### config.mk
export PLATFORM = sky130hd
export DESIGN_NAME = delimited_field_quoter
export DESIGN_NICKNAME = d
export VERILOG_FILES = /design/src/design/dfq_pkg.sv /design/src/design/dfq_front.sv /design/src/design/dfq_queue.sv /design/src/design/dfq_back.sv /design/src/design/delimited_field_quoter.sv
export SDC_FILE = /design/constraint.sdc
export NUM_CORES = 1
export LEC_CHECK = 0
export ABC_AREA = 1
export CORE_UTILIZATION = 45
export CTS_BUF_LIST = sky130_fd_sc_hd__clkbuf_8 sky130_fd_sc_hd__clkbuf_16
export DETAILED_ROUTE_END_ITERATION = 10
export DONT_BUFFER_PORTS = 1
export GPL_TIMING_DRIVEN = 0
export PLACE_DENSITY = 0.7
export SETUP_SLACK_MARGIN = 0.4
export SLEW_MARGIN = 10
export SYNTH_ARGS = -nofsm -noshare
export SYNTH_HDL_FRONTEND = slang
export SYNTH_SLANG_ARGS = --single-unit
### constraint.sdc
create_clock -name clk -period 5.03 [get_ports clk]
set_input_delay 0.503 -clock clk [delete_from_list [all_inputs] [get_ports clk]]
set_output_delay 0.503 -clock clk [all_outputs]
set_load 0.02 [all_outputs]
### src/design/dfq_pkg.sv
// Package for the delimited field quoter.
// Holds the channel word types, the parser mode enum, character codes and
// the queue sizing; imported by the front, queue, back and checker modules.
package dfq_pkg;

	typedef struct packed {
		logic [7:0] in_byte;
		logic       end_of_input;
	} in_item_t;

	typedef struct packed {
		logic [7:0] out_byte;
		logic       last_of_run;
	} out_item_t;

	typedef enum logic [1:0] {
		MODE_SCAN   = 2'd0,
		MODE_QUOTED = 2'd1,
		MODE_DELIM  = 2'd2,
		MODE_UNQ    = 2'd3
	} mode_t;

	// Output plan for one accepted word: one or two bytes.
	typedef struct packed {
		logic [7:0] first_byte;
		logic [7:0] second_byte;
		logic       two;
	} plan_t;

	localparam logic [7:0] CH_QUOTE   = 8'h22;
	localparam logic [7:0] CH_DASH    = 8'h2D;
	localparam logic [7:0] CH_SPACE   = 8'h20;
	localparam logic [7:0] CH_NEWLINE = 8'h0A;
	localparam logic [7:0] CH_TAB     = 8'h09;

	localparam logic [7:0] DELIM_RESET = 8'd44;

	localparam int QDEPTH = 2;
	localparam int QPTR_W = $clog2(QDEPTH);
	localparam int QCNT_W = QPTR_W + 1;

endpackage

### src/design/dfq_front.sv
// Front end of the delimited field quoter: parser mode machine and
// delimiter register; turns each input word into a one- or two-byte plan, or none for an end mark in scan mode.
// Depends on dfq_pkg.
module dfq_front (
	input  logic              clk,
	input  logic              arst_n,
	input  logic              delimiter_we,
	input  logic [7:0]        delimiter_wdata,
	input  logic              accept,
	input  dfq_pkg::in_item_t word,
	output logic              push,
	output dfq_pkg::plan_t    plan
);
	import dfq_pkg::*;

	mode_t      mode_q;
	mode_t      mode_d;
	logic [7:0] delimiter_q;
	logic [7:0] c;
	logic       has_out;
	logic       is_ws;
	logic       is_delim;

	always_ff @(posedge clk or negedge arst_n) begin
		if (!arst_n) begin
			delimiter_q <= DELIM_RESET;
		end else if (delimiter_we) begin
			delimiter_q <= delimiter_wdata;
		end
	end

	always_ff @(posedge clk or negedge arst_n) begin
		if (!arst_n) begin
			mode_q <= MODE_SCAN;
		end else if (accept) begin
			mode_q <= mode_d;
		end
	end

	always_comb begin
		c        = word.in_byte;
		is_ws    = (c == CH_SPACE) || (c == CH_TAB) || (c == CH_NEWLINE);
		is_delim = (c == delimiter_q);
		mode_d   = mode_q;
		has_out  = 1'b1;
		plan     = '{first_byte: CH_QUOTE, second_byte: c, two: 1'b0};
		if (word.end_of_input) begin
			mode_d = MODE_SCAN;
			unique case (mode_q)
				MODE_SCAN:   has_out = 1'b0;
				MODE_QUOTED: plan.first_byte = CH_QUOTE;
				MODE_DELIM:  plan.first_byte = CH_NEWLINE;
				MODE_UNQ: begin
					plan.second_byte = CH_NEWLINE;
					plan.two         = 1'b1;
				end
				default:     has_out = 1'b0;
			endcase
		end else begin
			unique case (mode_q)
				MODE_SCAN: begin
					priority if (c == CH_QUOTE) begin
						mode_d = MODE_QUOTED;
					end else if (is_ws) begin
						plan.first_byte = c;
					end else if (is_delim) begin
						plan.first_byte = CH_SPACE;
						mode_d          = MODE_DELIM;
					end else begin
						plan.two = 1'b1;
						mode_d   = MODE_UNQ;
					end
				end
				MODE_QUOTED: begin
					if (c == CH_QUOTE) begin
						mode_d = MODE_SCAN;
					end else begin
						plan.first_byte = c;
					end
				end
				MODE_DELIM: begin
					priority if (c == CH_QUOTE) begin
						mode_d = MODE_QUOTED;
					end else if (c == CH_NEWLINE) begin
						plan.first_byte = CH_NEWLINE;
						mode_d          = MODE_SCAN;
					end else if (is_delim) begin
						plan.first_byte  = CH_DASH;
						plan.second_byte = CH_SPACE;
						plan.two         = 1'b1;
					end else begin
						plan.two = 1'b1;
						mode_d   = MODE_UNQ;
					end
				end
				MODE_UNQ: begin
					priority if (c == CH_NEWLINE) begin
						plan.second_byte = CH_NEWLINE;
						plan.two         = 1'b1;
						mode_d           = MODE_SCAN;
					end else if (c == CH_QUOTE) begin
						plan.second_byte = CH_QUOTE;
						plan.two         = 1'b1;
					end else if (is_delim) begin
						plan.second_byte = CH_SPACE;
						plan.two         = 1'b1;
						mode_d           = MODE_DELIM;
					end else begin
						plan.first_byte = c;
					end
				end
				default: has_out = 1'b0;
			endcase
		end
		push = accept && has_out;
	end

endmodule

### src/design/dfq_queue.sv
// Short plan queue between the front and back of the quoter.
// Depends on dfq_pkg.
module dfq_queue (
	input  logic           clk,
	input  logic           arst_n,
	input  logic           push,
	input  dfq_pkg::plan_t push_plan,
	input  logic           pop,
	output logic           full,
	output logic           nempty,
	output dfq_pkg::plan_t head
);
	import dfq_pkg::*;

	plan_t             mem_q [QDEPTH];
	logic [QPTR_W-1:0] wr_ptr_q;
	logic [QPTR_W-1:0] rd_ptr_q;
	logic [QCNT_W-1:0] count_q;

	assign full   = (count_q == QCNT_W'(QDEPTH));
	assign nempty = (count_q != '0);
	assign head   = mem_q[rd_ptr_q];

	always_ff @(posedge clk) begin
		if (push) begin
			mem_q[wr_ptr_q] <= push_plan;
		end
	end

	always_ff @(posedge clk or negedge arst_n) begin
		if (!arst_n) begin
			wr_ptr_q <= '0;
			rd_ptr_q <= '0;
			count_q  <= '0;
		end else begin
			if (push) begin
				wr_ptr_q <= (wr_ptr_q == QPTR_W'(QDEPTH - 1)) ? '0 : wr_ptr_q + 1'b1;
			end
			if (pop) begin
				rd_ptr_q <= (rd_ptr_q == QPTR_W'(QDEPTH - 1)) ? '0 : rd_ptr_q + 1'b1;
			end
			unique case ({push, pop})
				2'b10:   count_q <= count_q + 1'b1;
				2'b01:   count_q <= count_q - 1'b1;
				default: count_q <= count_q;
			endcase
		end
	end

endmodule

### src/design/dfq_back.sv
// Back end of the quoter: serializes each queued plan into output words
// through one output register. Depends on dfq_pkg.
module dfq_back (
	input  logic               clk,
	input  logic               arst_n,
	input  logic               nempty,
	input  dfq_pkg::plan_t     head,
	output logic               pop,
	input  logic               dst_stall,
	output logic               dst_valid,
	output dfq_pkg::out_item_t dst_word
);
	import dfq_pkg::*;

	logic      out_valid_q;
	out_item_t out_word_q;
	logic      phase_q;
	logic      load;

	assign load      = nempty && (!out_valid_q || !dst_stall);
	assign pop       = load && (phase_q || !head.two);
	assign dst_valid = out_valid_q;
	assign dst_word  = out_word_q;

	always_ff @(posedge clk) begin
		if (load) begin
			out_word_q.out_byte    <= phase_q ? head.second_byte : head.first_byte;
			out_word_q.last_of_run <= phase_q || !head.two;
		end
	end

	always_ff @(posedge clk or negedge arst_n) begin
		if (!arst_n) begin
			out_valid_q <= 1'b0;
			phase_q     <= 1'b0;
		end else begin
			if (load) begin
				out_valid_q <= 1'b1;
				phase_q     <= !phase_q && head.two;
			end else if (!dst_stall) begin
				out_valid_q <= 1'b0;
			end
		end
	end

endmodule

### src/design/delimited_field_quoter.sv
// Top level of the delimited field quoter: front parser, plan queue and
// output serializer. Depends on dfq_pkg, dfq_front, dfq_queue, dfq_back.
//
// Source channel (src_valid, src_stall, src_word): one text byte or an
// end-of-input mark per word, taken at an edge with src_valid high and
// src_stall low. Destination channel (dst_valid, dst_stall, dst_word): one
// rewritten byte per word, last_of_run set on the final byte of an input.
// The delimiter register is to be written by delimiter_we / delimiter_wdata
// only while the block is idle; the block does not enforce it. Reset loads a
// comma. With the queue empty, the first output byte of an input passes
// through the plan queue and then the output register before it is offered.
// One input is taken per cycle while each gives at most one byte and dst_stall
// is low; inputs that give two bytes are paced by the single-byte output port.
// An input that gives no byte is taken without entering the queue.
// A two-entry plan queue sits between parser and serializer; src_stall
// rises only when it is full. While dst_stall is high the output word holds.
// Reset clears the parser to scan mode, empties the queue and drops
// dst_valid.
module delimited_field_quoter (
	input  logic               clk,
	input  logic               arst_n,
	input  logic               delimiter_we,
	input  logic [7:0]         delimiter_wdata,
	input  logic               src_valid,
	output logic               src_stall,
	input  dfq_pkg::in_item_t  src_word,
	output logic               dst_valid,
	input  logic               dst_stall,
	output dfq_pkg::out_item_t dst_word
);
	import dfq_pkg::*;

	logic  accept;
	logic  push;
	logic  pop;
	logic  full;
	logic  nempty;
	plan_t push_plan;
	plan_t head;

	assign src_stall = full;
	assign accept    = src_valid && !full;

	dfq_front u_front (
		.clk             (clk),
		.arst_n          (arst_n),
		.delimiter_we    (delimiter_we),
		.delimiter_wdata (delimiter_wdata),
		.accept          (accept),
		.word            (src_word),
		.push            (push),
		.plan            (push_plan)
	);

	dfq_queue u_queue (
		.clk       (clk),
		.arst_n    (arst_n),
		.push      (push),
		.push_plan (push_plan),
		.pop       (pop),
		.full      (full),
		.nempty    (nempty),
		.head      (head)
	);

	dfq_back u_back (
		.clk       (clk),
		.arst_n    (arst_n),
		.nempty    (nempty),
		.head      (head),
		.pop       (pop),
		.dst_stall (dst_stall),
		.dst_valid (dst_valid),
		.dst_word  (dst_word)
	);

endmodule

# == After elaboration in Yosys (flattened, before gate mapping) ==
# Memory sizes are Yosys's and may differ from the RTL's.
# Index checks and enable logic that the tools add are counted.
# word_totals
register_bits,25
ram_bits,34
inputBits,22
memories,1
# memory_table
memory,words,width,read_ports,rd_ports_with_merged_regs,write_ports,line,rtl
u_queue.mem_q,2,17,1,0,1,dfq_queue.sv:15,plan_t mem_q [QDEPTH];
# classes
addsub,4
n_eq_ne,17
muxes,45
n_reduce_logical,18
# ops
op,n
$mux 8,8
$mux 9,5
$mux 17,2
$pmux 8 s4,1
$mux 2,11
$eq 8x4->1 const B,2
$eq 8x6->1 const B,2
$pmux 8 s2,1
$mux 1,12
$mux 12,1
$eq 2x2->1 const B,4
$eq 8x8->1,1
$pmux 2 s4,1
$mux 6,1
$reduce_and 6->1,1
$logic_and 1x1->1,5
$logic_not 1->1,5
$ne 5x5->1 const B,1
$eq 2x1->1 const B,2
$logic_or 1x1->1,4
$ne 4x2->1 const B,1
$ne 4x3->1 const B,1
$ne 4x4->1 const B,1
$pmux 2 s2,1
other kinds (8),10

# == Depth between registers and ports, before layout ==
# logic_depth
depth_word,7
mapped_depth,13
mapped_depth_nobuf,13

# == Hierarchy ==
# From an unflattened synthesis, not the netlist that was laid out.
# hier_totals
hier_cells,380
area_unflattened_um2,3291.9
# by_module_without_submodules
mod,instances,cells_per_inst,area_each_um2,seq_area_each_um2
dfq_queue,1,113,1547.7,1121.1
dfq_front,1,218,1248.7,254.0
dfq_back,1,47,485.5,320.3
delimited_field_quoter,1,2,10.0,0.0

# == Worst setup path after synthesis ==
# No wires, ideal clock.
# synth_timing
path_kind,input-to-reg
from,input src_word[0] in the netlist's numbering
to,memory u_queue.mem_q[1][0] in the netlist's numbering (enable)
setup_time_ns,0.390
arrival_time_ns,1.643
t_required_ns,4.640
slack_ns,2.997
cell_stages,4
path_cell_list,inv_1 buf_2 o21bai_1 nor2_1
# synth_between
elab_chain_len,4
# synth_lines
item,line,rtl
"start, declared",delimited_field_quoter.sv:26,"input dfq_pkg::in_item_t src_word,"
$mux 1,dfq_front.sv:47,if (word.end_of_input) begin
$logic_and 1x1->1,dfq_front.sv:115,push = accept && has_out;
$mux 1,dfq_queue.sv:25,if (push) begin
$mux 1 (implied by the code),dfq_queue.sv:26,mem_q[wr_ptr_q] <= push_plan;
"end, declared",dfq_queue.sv:15,
# No other way between the ends.

# == Worst setup path in the final report ==
# layout_timing
from,register u_queue.rd_ptr_q
to,register u_queue.count_q[1]
# layout_between
elab_chain_len,6
elab_cells_between_ends,8
# layout_lines
item,line,rtl
"start, declared",dfq_queue.sv:17,logic [QPTR_W-1:0] rd_ptr_q;
"start signal, assigned",dfq_queue.sv:40,rd_ptr_q <= (rd_ptr_q == QPTR_W'(QDEPTH - 1)) ? '0 : rd_ptr_q + 1'b1;
$mem_v2 2x17 (*),--,
$logic_not 1->1 (*),dfq_back.sv:21,assign pop = load && (phase_q || !head.two);
$logic_or 1x1->1 (*),dfq_back.sv:21,
$logic_and 1x1->1 (*),dfq_back.sv:21,
via pop,delimited_field_quoter.sv:35,logic pop;
$eq 2x1->1 / $eq 2x2->1 (equally long branches),dfq_queue.sv:42,"unique case ({push, pop})"
$pmux 2 s2 / $reduce_bool 2->1 (equally long branches),--,
"end signal, assigned",dfq_queue.sv:43,2'b10: count_q <= count_q + 1'b1;
"end signal, assigned",dfq_queue.sv:44,2'b01: count_q <= count_q - 1'b1;
"end signal, assigned",dfq_queue.sv:45,default: count_q <= count_q;
"end, declared",dfq_queue.sv:18,logic [QCNT_W-1:0] count_q;
# The timed path passes the listed nets; every way through them passes the cells marked *.
# A chain may end at the register's enable or synchronous reset.

==> metrics.md <==
| Metric | Value |
|---|---|
| P_leak | `1.47 nW` |
| Final Hold Vio Count | `0` |
| Non-filler cells in the finished layout | `440` |
| Main flop type after synthesis | `edfxtp_1` |
| Post-Syn Instances | `346` |
| Hold Path Class | `in -> reg` |
| GPL Wtd Cong | `slightly above 1` |
| Die span in y | `roughly 85 µm` |
| Drt drc | `0` |
| Gr usage total | `0.192` |
| Critical path required time | `5.24 ns` |
| Placed Cells | `423` |
| Ys Warns | `0` |
| Slew HR | `0.415` |
| Largest net degree at the start of global routing | `18` |
| Number of CTS-inserted buffers | `9` |
| Area grow syn2layout | `10.8%` |
| Seq/Total Area, Yosys | `0.547` |
| Iteration-0 DRC Markers | `114` |
| RSZ-0062 raised after global routing | `false` |
| PD cells | `547 mW/mm²` |
| CTS resizes | `0` |
| R2R cell count | `9` |
| Number of synthesized flops with an enable pin | `43` |
| Nets | `around 380` |
| Fraction of layout instances using a drive strength above 1 | `0.163` |
| Hold path depth | `1` |
| Post-Place Setup Slack | `2.89 ns` |
| Gr ovfl total | `0` |
| CTS max path bufs | `2` |
| Core area | `0.00649 mm²` |
| Syn avg cell area | `8.96 µm²` |
| Wire per inst | `14.7 µm` |
| Hold WS | `0.275 ns` |
| Antenna-violating nets left | `0` |
| CTS tree | `done` |
| Register bit total from synthesis | `59` |
| CP Capture Type | `flip-flop` |
| Clock transition at path regs | `roughly 0.07 ns` |
| First-pass GRT wire length | `10.5 mm` |
| CP Max Fanout | `10` |
| Synthesized area | `between 0.003 and 0.004 mm²` |
| Total power | `about 0.0019 W` |
| Clock sink count | `59` |
| Crit Path Category | `reg -> reg` |
| Asr flop ratio synth | `0.271` |
| CTS HTree Levels | `3` |
| Status | `finished clean` |
| Worst-Margin Slew | `0.877 ns` |
| Peak supply drop | `0.000214 V` |
| Total Routed Length | `6.49 mm` |
| Iteration count of the initial detailed-routing pass | `6` |
| Vias per cell | `5.35` |
| Peak Freq | `0.497 GHz` |
| Effective utilization at floorplan | `0.478` |
| Ant. Diodes | `0` |
| Die Wd | `approximately 85 µm` |
| Vias in the first global route | `2229` |
| Mapped Nets | `369` |
| Final Worst Setup Slack | `roughly 3.0 ns` |
| Row Count | `29` |
| I/O pin cnt | `33` |
| Total vias in the final route | `2352` |
| Die ar. | `0.00723 mm²` |
| RR Endpoint | `u_queue.count_q[1]` |
| Fin. max-slew vios | `0` |
| CP startpoint kind | `flip-flop` |
| Max Cap Viol | `0` |
| Root Driver | `clkbuf_8` |
| R2r setup slk | `3.02 ns` |
| Port Buf Inserts | `0` |
| Hold Path Origin | `delimiter_we` |
| Setup TNS | `0 ns` |
| Minimum clock period | `2.01 ns` |
| Reg-to-reg startpoint | `u_queue.rd_ptr_q` |
| Number of setup violations in the final report | `0` |
| Initial antenna violation count | `0` |
| Clock Skew | `0.00627 ns` |
| Skew-Pair Late Insertion Delay | `0.33 ns` |
| Dpl hpwl | `4.80 mm` |
| Worst EP arrival | `2.22 ns` |
| Netlist cell types | `37` |
| Hold_buf cts | `1` |
| Hold-critical path endpoint | `u_front.delimiter_q[7]` |
| Final period util | `0.400` |
| Setup bufs post-CTS | `0` |
[critical path, stage by stage, from the launching register on]
cell and delay (ns):
dfrtp_1 0.35, buf_2 0.18, inv_1 0.21, nor2_1 0.06, nor3_1 0.22, nor2_1 0.15, ha_1 0.34, a21oi_1 0.11
o21ai_0 0.11, xor2_1 0.16
[state kept, by name, summed over array words and instances, names as in the netlist]
signal / count
u_queue.mem_q: 34
u_back.dst_word: 9
u_front.delimiter_q: 8
u_front.mode_q: 2
u_queue.count_q: 2
u_back.dst_valid: 1
u_back.phase_q: 1
u_queue.rd_ptr_q: 1
u_queue.wr_ptr_q: 1
[metrics by stage]
stage,cell area [µm²],util
after detailed placement,3200,0.493
after global placement,3200,0.492
after floorplan,3100,-
final,3440,0.529
after global routing,3440,0.529
after CTS,3440,0.529
[area by class of cell]
type	count	area (µm²)
well taps	77	96.3
multi-input cells	237	1210
flip-flops and latches	59	1700
fillers	580	3060
plain buffers	10	51.3
clock buffers	9	124
inverters	40	153
clock inverters	7	100
repair buffers	1	10.0
[synth_stat cells (2+ instances only)]
cell	instances	area, µm²
a21oi_1	7	35.0
a21oi_2	2	17.5
and3_1	2	12.5
buf_2	2	10.0
clkbuf_1	6	22.5
dfrtp_1	13	325
dfstp_2	3	78.8
edfxtp_1	43	1290
inv_1	30	113
inv_2	9	33.8
nand2_1	81	304
nand2_2	5	31.3
nand2_4	4	45.0
nand3_1	22	110
nand4_1	4	25.0
nor2_1	36	135
nor2_2	6	37.5
nor2_4	3	33.8
nor3_1	2	10.0
nor4_1	2	12.5
o21ai_0	37	185
o22ai_1	8	50.1
xnor2_1	2	17.5
xor2_1	4	35.0
[cell usage in the layout, fill, tap and decap left out, types with 2 or more instances in the layout]
cell,netlist,final
inv_6,0,2
clkbuf_8,0,9
a21oi_1,7,7
edfxtp_1,43,43
nand3_1,22,22
a21oi_2,2,2
clkinv_4,0,2
dfstp_2,3,3
o22ai_1,8,8
nor4_1,2,2
xnor2_1,2,2
and3_1,2,2
inv_1,30,30
clkbuf_1,6,6
nand2_4,4,4
nor2_4,3,3
o21ai_0,37,37
nor2_1,36,34
nand2_2,5,5
inv_2,9,9
dfrtp_1,13,13
xor2_1,4,4
bufinv_16,0,2
nand2_1,81,81
nand4_1,4,4
buf_2,2,2
nor3_1,2,2
nor2_2,6,8
[layer usage]
layer,global-route usage,routed length [µm],vias to the layer above
li1,-,-,1185
met1,0.232,2760,1063
met2,0.317,3180,90
met3,0.0564,404,14
met4,0.0924,138,0
met5,0,0,-
[cells by family (layout without fill, tap and decap cells)]
| family | after synthesis | after routing | synth area share |
|---|---|---|---|
| simple gates | 169 | 169 | 0.253 |
| xor+xnor | 7 | 7 | 0.0222 |
| flops | 59 | 59 | 0.547 |
| mux | 1 | 1 | 0.00363 |
| compound gates | 59 | 59 | 0.105 |
| fa+ha+maj | 1 | 1 | 0.00403 |
| buf+inv | 50 | 67 | 0.0658 |
[worst max-delay path by stage]
stage | start | end | cells past startpoint
after detailed placement | src_word[0] | u_queue.mem_q[1][12] | 4
final | u_queue.rd_ptr_q | u_queue.count_q[1] | 9
after floorplan | src_word[0] | u_queue.mem_q[1][0] | 4
after global routing | u_queue.count_q[0] | u_queue.mem_q[1][6] | 3
after CTS | u_queue.count_q[1] | u_queue.mem_q[1][14] | 4
after global placement | src_word[0] | u_queue.mem_q[1][4] | 4
[where the power goes]
group	total, W	internal [W]	switching [W]
Combinational	0.000570	0.000175	0.000395
Sequential	0.000830	0.000727	0.000103
Clock	0.000480	0.000283	0.000198
Note: power is estimated with default switching activity, not from simulation.
